--- src/design/fvr_pkg.sv ---
// ----------------------------------------------------------------------------
// fvr_pkg: shared types and constants
// Operation codes, status codes, sequencer states and field widths for the
// FIFO with delete-by-value.
// ----------------------------------------------------------------------------
package fvr_pkg;

    localparam int DEPTH_DEFAULT = 16;

    localparam int VALUE_W  = 32;
    localparam int KIND_W   = 2;
    localparam int COUNT_W  = 5;
    localparam int STATUS_W = 2;

    // value, matches_res, occupancy, status, padded to whole bytes
    localparam int RES_W   = VALUE_W + COUNT_W + COUNT_W + STATUS_W;
    localparam int M_TDATA_W = ((RES_W + 7) / 8) * 8;

    typedef enum logic [KIND_W-1:0] {
        KIND_ENQ = 2'd0,
        KIND_DEQ = 2'd1,
        KIND_CNT = 2'd2,
        KIND_REM = 2'd3
    } kind_t;

    typedef enum logic [STATUS_W-1:0] {
        ST_OK       = 2'd0,
        ST_OVERFLOW = 2'd1,
        ST_EMPTY    = 2'd2
    } status_t;

    typedef enum logic [1:0] {
        S_IDLE     = 2'd0,
        S_DEQ_WAIT = 2'd1,
        S_SCAN     = 2'd2,
        S_EMIT     = 2'd3
    } state_t;

endpackage

--- src/design/fvr_ram.sv ---
// ----------------------------------------------------------------------------
// fvr_ram: generic simple dual-port RAM
// One write port, one read port, registered read data.
// ----------------------------------------------------------------------------
module fvr_ram #(
    parameter int WIDTH = 32,
    parameter int DEPTH = 16,
    localparam int ADDR_W = (DEPTH > 1) ? $clog2(DEPTH) : 1
) (
    input  logic              aclk,
    input  logic              we,
    input  logic [ADDR_W-1:0] waddr,
    input  logic [WIDTH-1:0]  wdata,
    input  logic [ADDR_W-1:0] raddr,
    output logic [WIDTH-1:0]  rdata
);

    logic [WIDTH-1:0] mem [DEPTH];

    always_ff @(posedge aclk) begin
        if (we) begin
            mem[waddr] <= wdata;
        end
        rdata <= mem[raddr];
    end

endmodule

--- src/design/fifo_with_value_removal_core.sv ---
// ----------------------------------------------------------------------------
// fifo_with_value_removal_core: FIFO of signed 32-bit words with
// count and delete by value, held as a circular buffer in one RAM.
// ----------------------------------------------------------------------------
// Enqueue goes from accept straight to S_EMIT; dequeue passes through S_DEQ_WAIT
// for the RAM read, unless the queue is empty. Count/remove: one comparator walks
// the stored entries, one RAM read per cycle, and remove compacts in place through
// the write port. One transaction at a time: s_tready is high only in S_IDLE.
// Reset (aresetn low, synchronous) empties the queue and drops any result;
// RAM contents are not cleared.
// ----------------------------------------------------------------------------
module fifo_with_value_removal_core #(
    parameter int DEPTH = fvr_pkg::DEPTH_DEFAULT
) (
    input  logic                           aclk,
    input  logic                           aresetn,

    input  logic                           s_tvalid,
    output logic                           s_tready,
    input  logic [fvr_pkg::VALUE_W-1:0]    s_tdata,  // [31:0] value
    input  logic [fvr_pkg::KIND_W-1:0]     s_tuser,  // [1:0] kind

    output logic                           m_tvalid,
    input  logic                           m_tready,
    // [31:0] data, [36:32] matches_res, [41:37] occupancy, [43:42] status
    output logic [fvr_pkg::M_TDATA_W-1:0]  m_tdata
);

    localparam int ADDR_W = (DEPTH > 1) ? $clog2(DEPTH) : 1;
    localparam int CNT_W  = $clog2(DEPTH + 1);
    localparam int SUM_W  = CNT_W + 1;
    localparam int EXT_W  = CNT_W + fvr_pkg::COUNT_W;
    localparam int PAD_W  = fvr_pkg::M_TDATA_W - fvr_pkg::RES_W;

    // head + offset, folded back into the buffer
    function automatic logic [ADDR_W-1:0] wrap_idx(input logic [ADDR_W-1:0] base,
                                                   input logic [CNT_W-1:0]  off);
        logic [SUM_W-1:0] sum;
        logic [SUM_W-1:0] fold;
        sum  = SUM_W'(base) + SUM_W'(off);
        fold = (sum >= SUM_W'(DEPTH)) ? (sum - SUM_W'(DEPTH)) : sum;
        return fold[ADDR_W-1:0];
    endfunction

    function automatic logic [fvr_pkg::COUNT_W-1:0] to_field(input logic [CNT_W-1:0] c);
        logic [EXT_W-1:0] e;
        e = EXT_W'(c);
        return e[fvr_pkg::COUNT_W-1:0];
    endfunction

    fvr_pkg::state_t                  state_reg,  state_next;
    fvr_pkg::kind_t                   kind_reg,   kind_next;
    logic [fvr_pkg::VALUE_W-1:0]      value_reg,  value_next;
    logic [ADDR_W-1:0]                head_reg,   head_next;
    logic [CNT_W-1:0]                 fill_reg,   fill_next;
    logic [CNT_W-1:0]                 rd_off_reg, rd_off_next;
    logic [CNT_W-1:0]                 wr_off_reg, wr_off_next;
    logic [CNT_W-1:0]                 match_reg,  match_next;
    logic                             pend_reg,   pend_next;
    logic [fvr_pkg::VALUE_W-1:0]      res_data_reg, res_data_next;
    fvr_pkg::status_t                 res_status_reg, res_status_next;

    logic                             m_valid_reg, m_valid_next;
    logic [fvr_pkg::M_TDATA_W-1:0]    m_data_reg,  m_data_next;

    logic                             ram_we;
    logic [ADDR_W-1:0]                ram_waddr;
    logic [fvr_pkg::VALUE_W-1:0]      ram_wdata;
    logic [ADDR_W-1:0]                ram_raddr;
    logic [fvr_pkg::VALUE_W-1:0]      ram_rdata;

    logic                             s_accept;
    logic                             out_free;
    logic                             full;
    logic                             empty;
    logic                             scan_issue;
    logic                             scan_done;
    logic                             is_match;
    fvr_pkg::kind_t                   s_kind;
    logic [ADDR_W-1:0]                head_inc;

    fvr_ram #(
        .WIDTH (fvr_pkg::VALUE_W),
        .DEPTH (DEPTH)
    ) u_ram (
        .aclk  (aclk),
        .we    (ram_we),
        .waddr (ram_waddr),
        .wdata (ram_wdata),
        .raddr (ram_raddr),
        .rdata (ram_rdata)
    );

    assign s_kind     = fvr_pkg::kind_t'(s_tuser);
    assign s_tready   = (state_reg == fvr_pkg::S_IDLE);
    assign s_accept   = s_tvalid && s_tready;
    assign out_free   = !m_valid_reg || m_tready;
    assign full       = (fill_reg == CNT_W'(DEPTH));
    assign empty      = (fill_reg == '0);
    assign scan_issue = (rd_off_reg < fill_reg);
    assign scan_done  = !scan_issue && !pend_reg;
    assign is_match   = (ram_rdata == value_reg);
    assign head_inc   = (head_reg == ADDR_W'(DEPTH - 1)) ? '0 : (head_reg + 1'b1);

    assign m_tvalid = m_valid_reg;
    assign m_tdata  = m_data_reg;

    // next state
    always_comb begin
        state_next = state_reg;
        unique case (state_reg)
            fvr_pkg::S_IDLE: begin
                if (s_accept) begin
                    unique case (s_kind)
                        fvr_pkg::KIND_ENQ: state_next = fvr_pkg::S_EMIT;
                        fvr_pkg::KIND_DEQ: begin
                            state_next = empty ? fvr_pkg::S_EMIT : fvr_pkg::S_DEQ_WAIT;
                        end
                        fvr_pkg::KIND_CNT,
                        fvr_pkg::KIND_REM: state_next = fvr_pkg::S_SCAN;
                    endcase
                end
            end
            fvr_pkg::S_DEQ_WAIT: state_next = fvr_pkg::S_EMIT;
            fvr_pkg::S_SCAN: begin
                if (scan_done) begin
                    state_next = fvr_pkg::S_EMIT;
                end
            end
            fvr_pkg::S_EMIT: begin
                if (out_free) begin
                    state_next = fvr_pkg::S_IDLE;
                end
            end
        endcase
    end

    // datapath and RAM control
    always_comb begin
        kind_next       = kind_reg;
        value_next      = value_reg;
        head_next       = head_reg;
        fill_next       = fill_reg;
        rd_off_next     = rd_off_reg;
        wr_off_next     = wr_off_reg;
        match_next      = match_reg;
        pend_next       = 1'b0;
        res_data_next   = res_data_reg;
        res_status_next = res_status_reg;
        m_valid_next    = m_valid_reg && !m_tready;
        m_data_next     = m_data_reg;
        ram_we          = 1'b0;
        ram_waddr       = wrap_idx(head_reg, fill_reg);
        ram_wdata       = value_reg;
        ram_raddr       = head_reg;

        unique case (state_reg)
            fvr_pkg::S_IDLE: begin
                if (s_accept) begin
                    kind_next       = s_kind;
                    value_next      = s_tdata;
                    rd_off_next     = '0;
                    wr_off_next     = '0;
                    match_next      = '0;
                    res_data_next   = '0;
                    res_status_next = fvr_pkg::ST_OK;
                    unique case (s_kind)
                        fvr_pkg::KIND_ENQ: begin
                            if (full) begin
                                res_status_next = fvr_pkg::ST_OVERFLOW;
                            end else begin
                                ram_we    = 1'b1;
                                ram_wdata = s_tdata;
                                fill_next = fill_reg + 1'b1;
                            end
                        end
                        fvr_pkg::KIND_DEQ: begin
                            if (empty) begin
                                res_status_next = fvr_pkg::ST_EMPTY;
                            end else begin
                                head_next = head_inc;
                                fill_next = fill_reg - 1'b1;
                            end
                        end
                        fvr_pkg::KIND_CNT,
                        fvr_pkg::KIND_REM: begin
                        end
                    endcase
                end
            end
            fvr_pkg::S_DEQ_WAIT: begin
                res_data_next = ram_rdata;
            end
            fvr_pkg::S_SCAN: begin
                // read ahead one entry while the previous one is compared
                ram_raddr = wrap_idx(head_reg, rd_off_reg);
                if (scan_issue) begin
                    rd_off_next = rd_off_reg + 1'b1;
                    pend_next   = 1'b1;
                end
                if (pend_reg) begin
                    if (is_match) begin
                        match_next = match_reg + 1'b1;
                    end else if (kind_reg == fvr_pkg::KIND_REM) begin
                        // compaction: write slot always trails the read slot
                        ram_we      = 1'b1;
                        ram_waddr   = wrap_idx(head_reg, wr_off_reg);
                        ram_wdata   = ram_rdata;
                        wr_off_next = wr_off_reg + 1'b1;
                    end
                end
                if (scan_done && kind_reg == fvr_pkg::KIND_REM) begin
                    fill_next = wr_off_reg;
                end
            end
            fvr_pkg::S_EMIT: begin
                if (out_free) begin
                    m_valid_next = 1'b1;
                    m_data_next  = {{PAD_W{1'b0}}, res_status_reg, to_field(fill_reg),
                                    to_field(match_reg), res_data_reg};
                end
            end
        endcase
    end

    always_ff @(posedge aclk) begin
        if (!aresetn) begin
            state_reg   <= fvr_pkg::S_IDLE;
            head_reg    <= '0;
            fill_reg    <= '0;
            pend_reg    <= 1'b0;
            m_valid_reg <= 1'b0;
        end else begin
            state_reg   <= state_next;
            head_reg    <= head_next;
            fill_reg    <= fill_next;
            pend_reg    <= pend_next;
            m_valid_reg <= m_valid_next;
        end
    end

    always_ff @(posedge aclk) begin
        kind_reg       <= kind_next;
        value_reg      <= value_next;
        rd_off_reg     <= rd_off_next;
        wr_off_reg     <= wr_off_next;
        match_reg      <= match_next;
        res_data_reg   <= res_data_next;
        res_status_reg <= res_status_next;
        m_data_reg     <= m_data_next;
    end

    // ------------------------------------------------------------------------
    // assertions
    // ------------------------------------------------------------------------
    a_fill_bound: assert property (@(posedge aclk) disable iff (!aresetn)
        fill_reg <= CNT_W'(DEPTH))
        else $error("fill exceeds depth");

    a_compact_order: assert property (@(posedge aclk) disable iff (!aresetn)
        (state_reg == fvr_pkg::S_SCAN) |-> (wr_off_reg <= rd_off_reg))
        else $error("compaction write overtook read");

    a_scan_count: assert property (@(posedge aclk) disable iff (!aresetn)
        (state_reg == fvr_pkg::S_SCAN) |->
            ({1'b0, match_reg} + {1'b0, wr_off_reg} <= {1'b0, rd_off_reg}))
        else $error("scan counts exceed entries read");

    a_enq_grows: assert property (@(posedge aclk) disable iff (!aresetn)
        (s_accept && s_kind == fvr_pkg::KIND_ENQ && !full) |=>
            (fill_reg == $past(fill_reg) + 1'b1))
        else $error("enqueue did not grow the queue");

    a_result_from_emit: assert property (@(posedge aclk) disable iff (!aresetn)
        $rose(m_valid_reg) |-> $past(state_reg == fvr_pkg::S_EMIT))
        else $error("result raised outside emit");

endmodule
--- config.mk ---
export PLATFORM = sky130hd
export DESIGN_NAME = fifo_with_value_removal_core
export DESIGN_NICKNAME = d
export VERILOG_FILES = /design/src/design/fvr_pkg.sv /design/src/design/fvr_ram.sv /design/src/design/fifo_with_value_removal_core.sv
export SDC_FILE = /design/constraint.sdc
export NUM_CORES = 1
export LEC_CHECK = 0
export ABC_CLOCK_PERIOD_IN_PS = 5450
export BUFFER_PORTS_ARGS = -buffer_cell sky130_fd_sc_hd__buf_2
export CAP_MARGIN = 5
export CORE_MARGIN = 3
export CORE_UTILIZATION = 35
export DETAILED_ROUTE_END_ITERATION = 16
export PLACE_DENSITY = 0.58
export SYNTH_ARGS = -nofsm -noshare
export SYNTH_HDL_FRONTEND = slang
export SYNTH_SLANG_ARGS = --single-unit
--- constraint.sdc ---
create_clock -name aclk -period 5.45 [get_ports aclk]
set_input_delay 0.545 -clock aclk [delete_from_list [all_inputs] [get_ports aclk]]
set_output_delay 0.545 -clock aclk [all_outputs]
set_load 0.05 [all_outputs]
==> out/results.txt, run 1 <==
status = finished, final reports clean
slew margin rel. = 23.4%
layout cells sized above 1 = 26.2%
RSZ-0062 raised after global routing = false
Final Cycle Share = 73.5%
beginning of the critical path = value_reg[16]
CTS Buffer Depth = 3
post-synthesis sequential area ratio = 74.4%
clk sinks = 684
count of cells resized by post-cts repair = 0
worst reg-to-reg path cell count = 7
Syn Inst Count = 1375
Netlist cell types = 55
1st-pass router iterations = 5
Synth area leader = edfxtp_1
Iter 0 DRT Violations = 1267
clock-pin transition on the worst setup and hold timing paths = 60 ps
Post-Syn Area = 27000 um2
Post-CTS Setup Inserts = 0
Antenna Cells = 0
post-layout min period = 4000 ps
Port Buffer Count = 83
max reg flops = 512
Area growth, synth to finish = 16.7%
overall power = 15.8 mW
maximum fanout along the worst path = 25
max frequency = 0.250 GHz
count of final hold-check violations = 0
startpoint types = flop
Die Y = 284 um
I/O pin count = 88
Worst-Margin Slew = 1150 ps
Root Buffer = clkbuf_16
max_cap viols = 0
H-tree Lvls = 3
synthesis-stage register bit count = 684
post-place setup slack = 1390 ps
Total GRT Usage = 16.3%
Final WS setup = 1450 ps
yosys warns = 0
Power Dens Cells = 502 nW/um2
RR Startpoint = value_reg[16]
routed wire length = 66000 um
Hold Slack = 144 ps
CORE AREA = 76200 um2
vias = 13582
Synth top area share = 71.1%
main flop type after synthesis = edfxtp_1
nets = 1605
Placer Congestion = 0.748
Post-synth ARST share = 0%
kind of critical path = reg -> reg
final setup vio count = 0
number of flops mapped to enable cells by yosys = 639
Max VDD drop = 0.276 mV
Critical Path RT = 5740 ps
fin. max-slew vios = 0
Initial Util = 35.4%
Mean Syn Cell Area = 19.6 um2
setup tns final = 0 ps
routed vias/inst = 5.17
largest net degree at the start of global routing = 129
row count = 101
fill count = 6689
hold buffer count at cts = 0
Routed WL per cell = 25.1 um
Biggest register = u_ram.mem
antenna viol nets, final = 0
CTS tree = yes
Leak = 10.8 nW
initial antenna violation count = 1
Worst setup EP type = flop
die area = 80500 um2
most common cell after layout, fill and taps aside = edfxtp_1
clock latency on the worst-skew pair = 620 ps
Placed Area = 29200 um2
Design Area, Final = 31500 um2
worst hold path depth = 1
HPWL Detailed = 36700 um
global route total overflow = 0
cts bufs inserted = 72
critical path arrival = 4290 ps
most frequent cells in the layout = edfxtp_1 (639), mux4_2 (128), mux2i_1 (104)
first-pass GRT wire length = 96300 um
vias in the first global route = 13866
clk_skew = 30.4 ps
Hold Startpoint = s_tdata[27]
DRC violations left = 0
Synth area leaders = edfxtp_1 (71%), mux4_2 (11%), mux2i_1 (3.9%), dfxtp_1 (3.3%), xor2_1 (1.4%)
Hold WC Path Type = in -> reg
Die Wd = 284 um
[Yosys cell counts (2+ instances only)]
| cell type | instances |
|---|---|
| dfxtp_1 | 45 |
| a211oi_1 | 8 |
| and2b_1 | 4 |
| mux4_2 | 128 |
| nand4_1 | 3 |
| nand2b_1 | 4 |
| or3_1 | 2 |
| nand3_1 | 7 |
| a31oi_1 | 3 |
| xor2_1 | 42 |
| ha_1 | 24 |
| buf_6 | 3 |
| and2_1 | 36 |
| nor2_1 | 31 |
| mux2i_1 | 105 |
| nor4_1 | 17 |
| a22oi_1 | 33 |
| o21ai_0 | 42 |
| buf_4 | 4 |
| edfxtp_1 | 639 |
| o221a_2 | 2 |
| or2_2 | 2 |
| fa_1 | 4 |
| a21oi_1 | 20 |
| buf_1 | 5 |
| buf_2 | 34 |
| nor2b_1 | 6 |
| inv_1 | 45 |
| o211ai_1 | 3 |
| a21o_1 | 6 |
| clkbuf_1 | 18 |
| nand2_1 | 17 |
| xnor2_1 | 11 |
[routing by layer]
layer | vias up | track usage [%] | wire (um) | part of all wire (%)
met5 | - | 0.714 | 93 | 0.14
met4 | 4 | 4.81 | 1700 | 2.6
met3 | 101 | 3.60 | 4310 | 6.5
met2 | 496 | 24.4 | 29800 | 45
met1 | 7143 | 23.9 | 30200 | 46
li1 | 5838 | - | - | -
[power by group]
group | switching (mW) | leakage [nW] | internal (mW)
registers | 0.374 | 6.20 | 6.83
logic | 2.42 | 3.46 | 1.47
clock network | 2.01 | 1.12 | 2.72
total | 4.80 | 10.8 | 11.0
[worst max-delay path, stage by stage (launching register included)]
cell and delay [ps]:
edfxtp_1 400, xor2_1 180, nor4_1 660, nand4_1 410
o2111a_2 520, mux2_4 440, a211oi_4 710, buf_12 340
[per-stage QoR]
stage,utilization [%],cells
after floorplan,-,1378
after global placement,38.3,2495
after detailed placement,38.3,2495
after CTS,41.3,2627
after global routing,41.3,2627
final,41.3,2627
[final timing paths]
check | end | slack, ps
hold / removal | value_reg[27] | 140
setup / recovery | u_ram.mem[11][3] | 1450
hold reg to reg | m_tdata[29] | 420
setup reg to reg | u_ram.mem[11][3] | 1450
[kinds of logic (layout without fill, tap and decap cells)]
| family | Yosys count | count (layout) | synth area share (%) |
|---|---|---|---|
| xor gates and xnor gates | 53 | 53 | 1.72 |
| muxes | 235 | 235 | 14.7 |
| AOI/OAI and AO/OA | 129 | 129 | 3.23 |
| buffers and inverters | 110 | 329 | 1.83 |
| DFF | 684 | 684 | 74.4 |
| other | 1 | 4 | 0.0139 |
| adders and majority gates | 28 | 28 | 1.41 |
| and+or+nand+nor | 135 | 135 | 2.70 |
[area by class of cell]
type	instances	area, um2	share of cell area (%)
Multi-Input combinational cell	584	6650	21.1
Sequential cell	684	20100	63.8
Inverter	46	173	0.548
Clock buffer	93	1970	6.27
Tap cell	1030	1290	4.09
Clock inverter	39	313	0.993
Timing Repair Buffer	151	1000	3.18
Note: power is estimated with default switching activity, not from simulation.
==> inputs of run 2 (changes only) <==
--- a/config.mk
+++ b/config.mk
@@ -5,13 +5,13 @@
 export SDC_FILE = /design/constraint.sdc
 export NUM_CORES = 1
 export LEC_CHECK = 0
-export ABC_CLOCK_PERIOD_IN_PS = 5450
+export ABC_CLOCK_PERIOD_IN_PS = 4100
 export BUFFER_PORTS_ARGS = -buffer_cell sky130_fd_sc_hd__buf_2
 export CAP_MARGIN = 5
 export CORE_MARGIN = 3
 export CORE_UTILIZATION = 35
 export DETAILED_ROUTE_END_ITERATION = 16
-export PLACE_DENSITY = 0.58
+export PLACE_DENSITY = 0.56
 export SYNTH_ARGS = -nofsm -noshare
 export SYNTH_HDL_FRONTEND = slang
 export SYNTH_SLANG_ARGS = --single-unit
==> constraint.sdc (replaced) <==
create_clock -name aclk -period 4.1 [get_ports aclk]
set_input_delay 0.41 -clock aclk [delete_from_list [all_inputs] [get_ports aclk]]
set_output_delay 0.41 -clock aclk [all_outputs]
set_load 0.05 [all_outputs]
==> out/results.txt, run 2 (same netlist as run 1, synthesis figures left out) <==
Placer Congestion = 0.747
clock latency on the worst-skew pair = 630 ps
Placed Area = 29500 um2
post-layout min period = 3630 ps
initial antenna violation count = 1
Iter 0 DRT Violations = 1140
Die Y = 284 um
Port Buffer Count = 83
die area = 80500 um2
clk_skew = 29.9 ps
CORE AREA = 76200 um2
Root Buffer = clkbuf_16
clk sinks = 684
slew margin rel. = 25.9%
maximum fanout along the worst path = 19
Total GRT Usage = 16.0%
layout cells sized above 1 = 26.2%
Max VDD drop = 0.332 mV
critical path arrival = 3960 ps
I/O pin count = 88
vias in the first global route = 14052
count of final hold-check violations = 0
max_cap viols = 0
Design Area, Final = 31900 um2
max reg flops = 512
worst hold path depth = 1
fin. max-slew vios = 0
max frequency = 0.275 GHz
Hold WC Path Type = in -> reg
Leak = 10.9 nW
routed vias/inst = 5.07
H-tree Lvls = 3
nets = 1634
vias = 13454
largest net degree at the start of global routing = 65
routed wire length = 64000 um
startpoint types = flop
most frequent cells in the layout = edfxtp_1 (639), mux4_2 (128), mux2i_1 (103)
clock-pin transition on the worst setup and hold timing paths = 60 ps
Worst setup EP type = flop
Routed WL per cell = 24.1 um
kind of critical path = reg -> reg
first-pass GRT wire length = 95200 um
Area growth, synth to finish = 18.3%
CTS tree = yes
HPWL Detailed = 37600 um
row count = 101
Biggest register = u_ram.mem
Die Wd = 284 um
antenna viol nets, final = 0
Critical Path RT = 4430 ps
final setup vio count = 0
overall power = 21.1 mW
cts bufs inserted = 71
DRC violations left = 0
setup tns final = 0 ps
status = finished, final reports clean
CTS Buffer Depth = 3
Hold Slack = 31.8 ps
global route total overflow = 0
worst reg-to-reg path cell count = 7
RSZ-0062 raised after global routing = false
1st-pass router iterations = 5
Power Dens Cells = 662 nW/um2
Initial Util = 35.4%
Worst-Margin Slew = 1080 ps
Final Cycle Share = 88.5%
most common cell after layout, fill and taps aside = edfxtp_1
[run 2: layer usage]
layer  global-route usage, %  routed length (um)
met3                    3.82                3940
met2                    25.0               30100
met1                    22.4               28700
met5                       0                   0
met4                    4.42                1260
[run 2: path summary, 6_finish.rpt]
check	startpoint	end	slack (ps)
worst max-delay path	value_reg[13]	u_ram.mem[9][20]	470
worst min-delay path	s_tdata[7]	value_reg[7]	30
worst max register to register	value_reg[13]	u_ram.mem[9][20]	470
worst min register to register	res_data_reg[5]	m_tdata[5]	420
[run 2: metrics by stage]
step | util (%) | setup slack, ps | cells
floorplan | - | -1030 | 1378
global placement | 38.7 | -20.2 | 2505
CTS | 41.9 | 63.7 | 2653
global route | 41.9 | 372 | 2653
finish | 41.9 | 470 | 2654
detailed placement | 38.7 | -12.7 | 2505
[run 2: cell type report]
cell class,instances,area [um2]
multi-input cells,584,6730
fillers,6652,44300
diodes,1,2.50
clock inverters,30,289
flip-flops and latches,684,20100
clock buffers,98,1910
repair buffers,181,1440
well taps,1030,1290
inverters,46,173
[run 2: report_power, final]
group	total [mW]	leakage (nW)	switching (mW)	internal (mW)
Sequential	9.56	6.20	0.479	9.08
Clock	6.13	1.07	2.65	3.48
Combinational	5.45	3.65	3.39	2.06
[run 2: timing repair]
action	in CTS	in global routing
setup buffers	0	0
hold endpoints to repair	20	0
endpoints found under the setup margin	154	480
hold buffers	20	0
resized for setup	1	1
[run 2: worst max-delay path: stages, from the launching register on]
cell,delay (ps)
edfxtp_1,410
xor2_1,210
nor4_2,700
nand4_1,340
o2111a_2,470
mux2i_1,860
a211oi_4,30
buf_4,310
==> inputs of run 3 (changes only) <==
--- a/config.mk
+++ b/config.mk
@@ -5,7 +5,7 @@
 export SDC_FILE = /design/constraint.sdc
 export NUM_CORES = 1
 export LEC_CHECK = 0
-export ABC_CLOCK_PERIOD_IN_PS = 4100
+export ABC_CLOCK_PERIOD_IN_PS = 3700
 export BUFFER_PORTS_ARGS = -buffer_cell sky130_fd_sc_hd__buf_2
 export CAP_MARGIN = 5
 export CORE_MARGIN = 3
==> constraint.sdc (replaced) <==
create_clock -name aclk -period 3.7 [get_ports aclk]
set_input_delay 0.37 -clock aclk [delete_from_list [all_inputs] [get_ports aclk]]
set_output_delay 0.37 -clock aclk [all_outputs]
set_load 0.05 [all_outputs]
==> out/results.txt, run 3 (same netlist as run 1, synthesis figures left out) <==
status = finished, final reports clean
max incr delay on CP = 410 ps
routed wire length = 66200 um
Biggest register = u_ram.mem
worst-path cell chain = xor2_1 > buf_4 > nor4_1 > buf_4 > nand4_1 > o2111a_2 > buf_4 > mux2i_1 > nor4_4 > buf_4
Placed Area = 29900 um2
kind of critical path = reg -> reg
vias in the first global route = 14159
CORE AREA = 76200 um2
Reg area = 20100 um2
Area growth, synth to finish = 20.9%
routed vias/inst = 5.13
post-layout min period = 3480 ps
Root Buffer = clkbuf_16
1st-pass router iterations = 6
Comb pwr share = 26.2%
nets = 1675
Post-CTS Setup Inserts = 0
Design Area, Final = 32600 um2
Power Dens Cells = 746 nW/um2
Total GRT Usage = 16.4%
Worst-Margin Slew = 1160 ps
max_cap viols = 0
CP top delay family = simple AND/OR/NAND/NOR gates
count of final hold-check violations = 0
I/O pin count = 88
die area = 80500 um2
Iter 0 DRT Violations = 1317
Crit path top cell by count = buf_4
Psw = 7.56 mW
clock-pin transition on the worst setup and hold timing paths = 60 ps
Placer Congestion = 0.843
vias = 13852
Hold WC Path Type = in -> reg
Hold Slack = 41.9 ps
fill count = 6629
CTS Buffer Depth = 3
layout cells sized above 1 = 28.0%
clk sinks = 684
antenna viol nets, final = 0
largest net degree at the start of global routing = 65
global route total overflow = 0
most frequent cells in the layout = edfxtp_1 (639), mux4_2 (128), mux2i_1 (103)
Initial Util = 35.4%
DRC violations left = 0
Internal Power = 16.8 mW
first-pass GRT wire length = 97700 um
RSZ-0062 raised after global routing = false
clk_skew = 46.9 ps
max frequency = 0.287 GHz
Flop pwr share = 43.5%
slew margin rel. = 20.9%
Final Cycle Share = 94.0%
Die Y = 284 um
final setup vio count = 0
area of the multi-input gates = 6720 um2
most common cell after layout, fill and taps aside = edfxtp_1
critical path arrival = 3750 ps
Worst setup EP type = flop
clock network power share = 30.3%
worst path bufs/invs = 4
fin. max-slew vios = 0
HPWL Detailed = 41700 um
Max VDD drop = 0.380 mV
initial antenna violation count = 2
Leak = 11.3 nW
Critical Path RT = 3970 ps
startpoint types = flop
CTS tree = yes
Port Buffer Count = 83
cts bufs inserted = 74
max reg flops = 512
CP max-delay cell = edfxtp_1
Routed WL per cell = 24.5 um
H-tree Lvls = 3
Die Wd = 284 um
row count = 101
maximum fanout along the worst path = 23
clock latency on the worst-skew pair = 630 ps
switching fraction of total power = 31.1%
==> run 3: cell count changes in the layout (fill, tap and decap cells not counted), moves of 3 or more <==
cell           change
buf_12            +11
clkbuf_8           +4
clkinv_1           +5
dlygate4sd3_1      +9
buf_4             +18
clkinvlp_4         +3
bufinv_16          +3
clkinv_2           -5
clkbuf_1           -8
clkbuf_16          +3
clkinv_4           +4
==> run 3: path summary, 6_finish.rpt <==
check	startpoint	to	slack, ps	cells past startpoint
hold reg to reg	res_data_reg[27]	m_tdata[27]	420	0
hold / removal	s_tdata[29]	value_reg[29]	40	1
setup reg to reg	value_reg[17]	u_ram.mem[5][9]	220	10
setup / recovery	value_reg[17]	u_ram.mem[5][9]	220	10
==> run 3: repair_timing <==
item | 4_1_cts | 5_1_grt
setup endpoints to repair | 0 | 137
gates resized for setup | 0 | 1
hold endpoints to repair | 29 | 0
hold buffers | 29 | 0
==> run 3: per-stage QoR <==
step | setup slack [ps] | instances | utilization, % | TNS [ps] | total power, mW
2_1_floorplan | -205 | 1378 | - | -48210 | 14.5
3_3_place_gp | 149 | 2534 | 39.2 | 0 | 17.1
3_5_place_dp | 156 | 2534 | 39.2 | 0 | 17.2
4_1_cts | 100 | 2700 | 42.8 | 0 | 24.6
5_1_grt | 40.9 | 2700 | 42.8 | 0 | 25.4
6_report | 222 | 2702 | 42.8 | 0 | 24.3
==> run 3: cell type report <==
cell class	instances	share of cell area (%)
sequential	684	61.6
multi-input combinational	584	20.6
clock buffer	97	6.16
timing repair buffer	219	5.78
tap	1030	3.95
clock inverter	40	1.38
inverter	46	0.529
antenna	2	0.0153
==> run 3: power by group through the flow <==
stage	sequential, mW	combinational, mW	clock, mW
3_3_place_gp	10.7	6.36	0
5_1_grt	10.7	6.89	7.84
4_1_cts	10.6	6.48	7.53
6_report	10.6	6.36	7.38
2_1_floorplan	10.8	3.71	0
3_5_place_dp	10.7	6.42	0
==> run 3: metal layers <==
metal	up-vias	global-route usage [%]	share of wire [%]
li1	5996	-	-
met1	7271	23.8	45
met2	496	25.4	46
met3	89	3.36	6.7
met4	0	4.43	1.9
met5	-	0	0
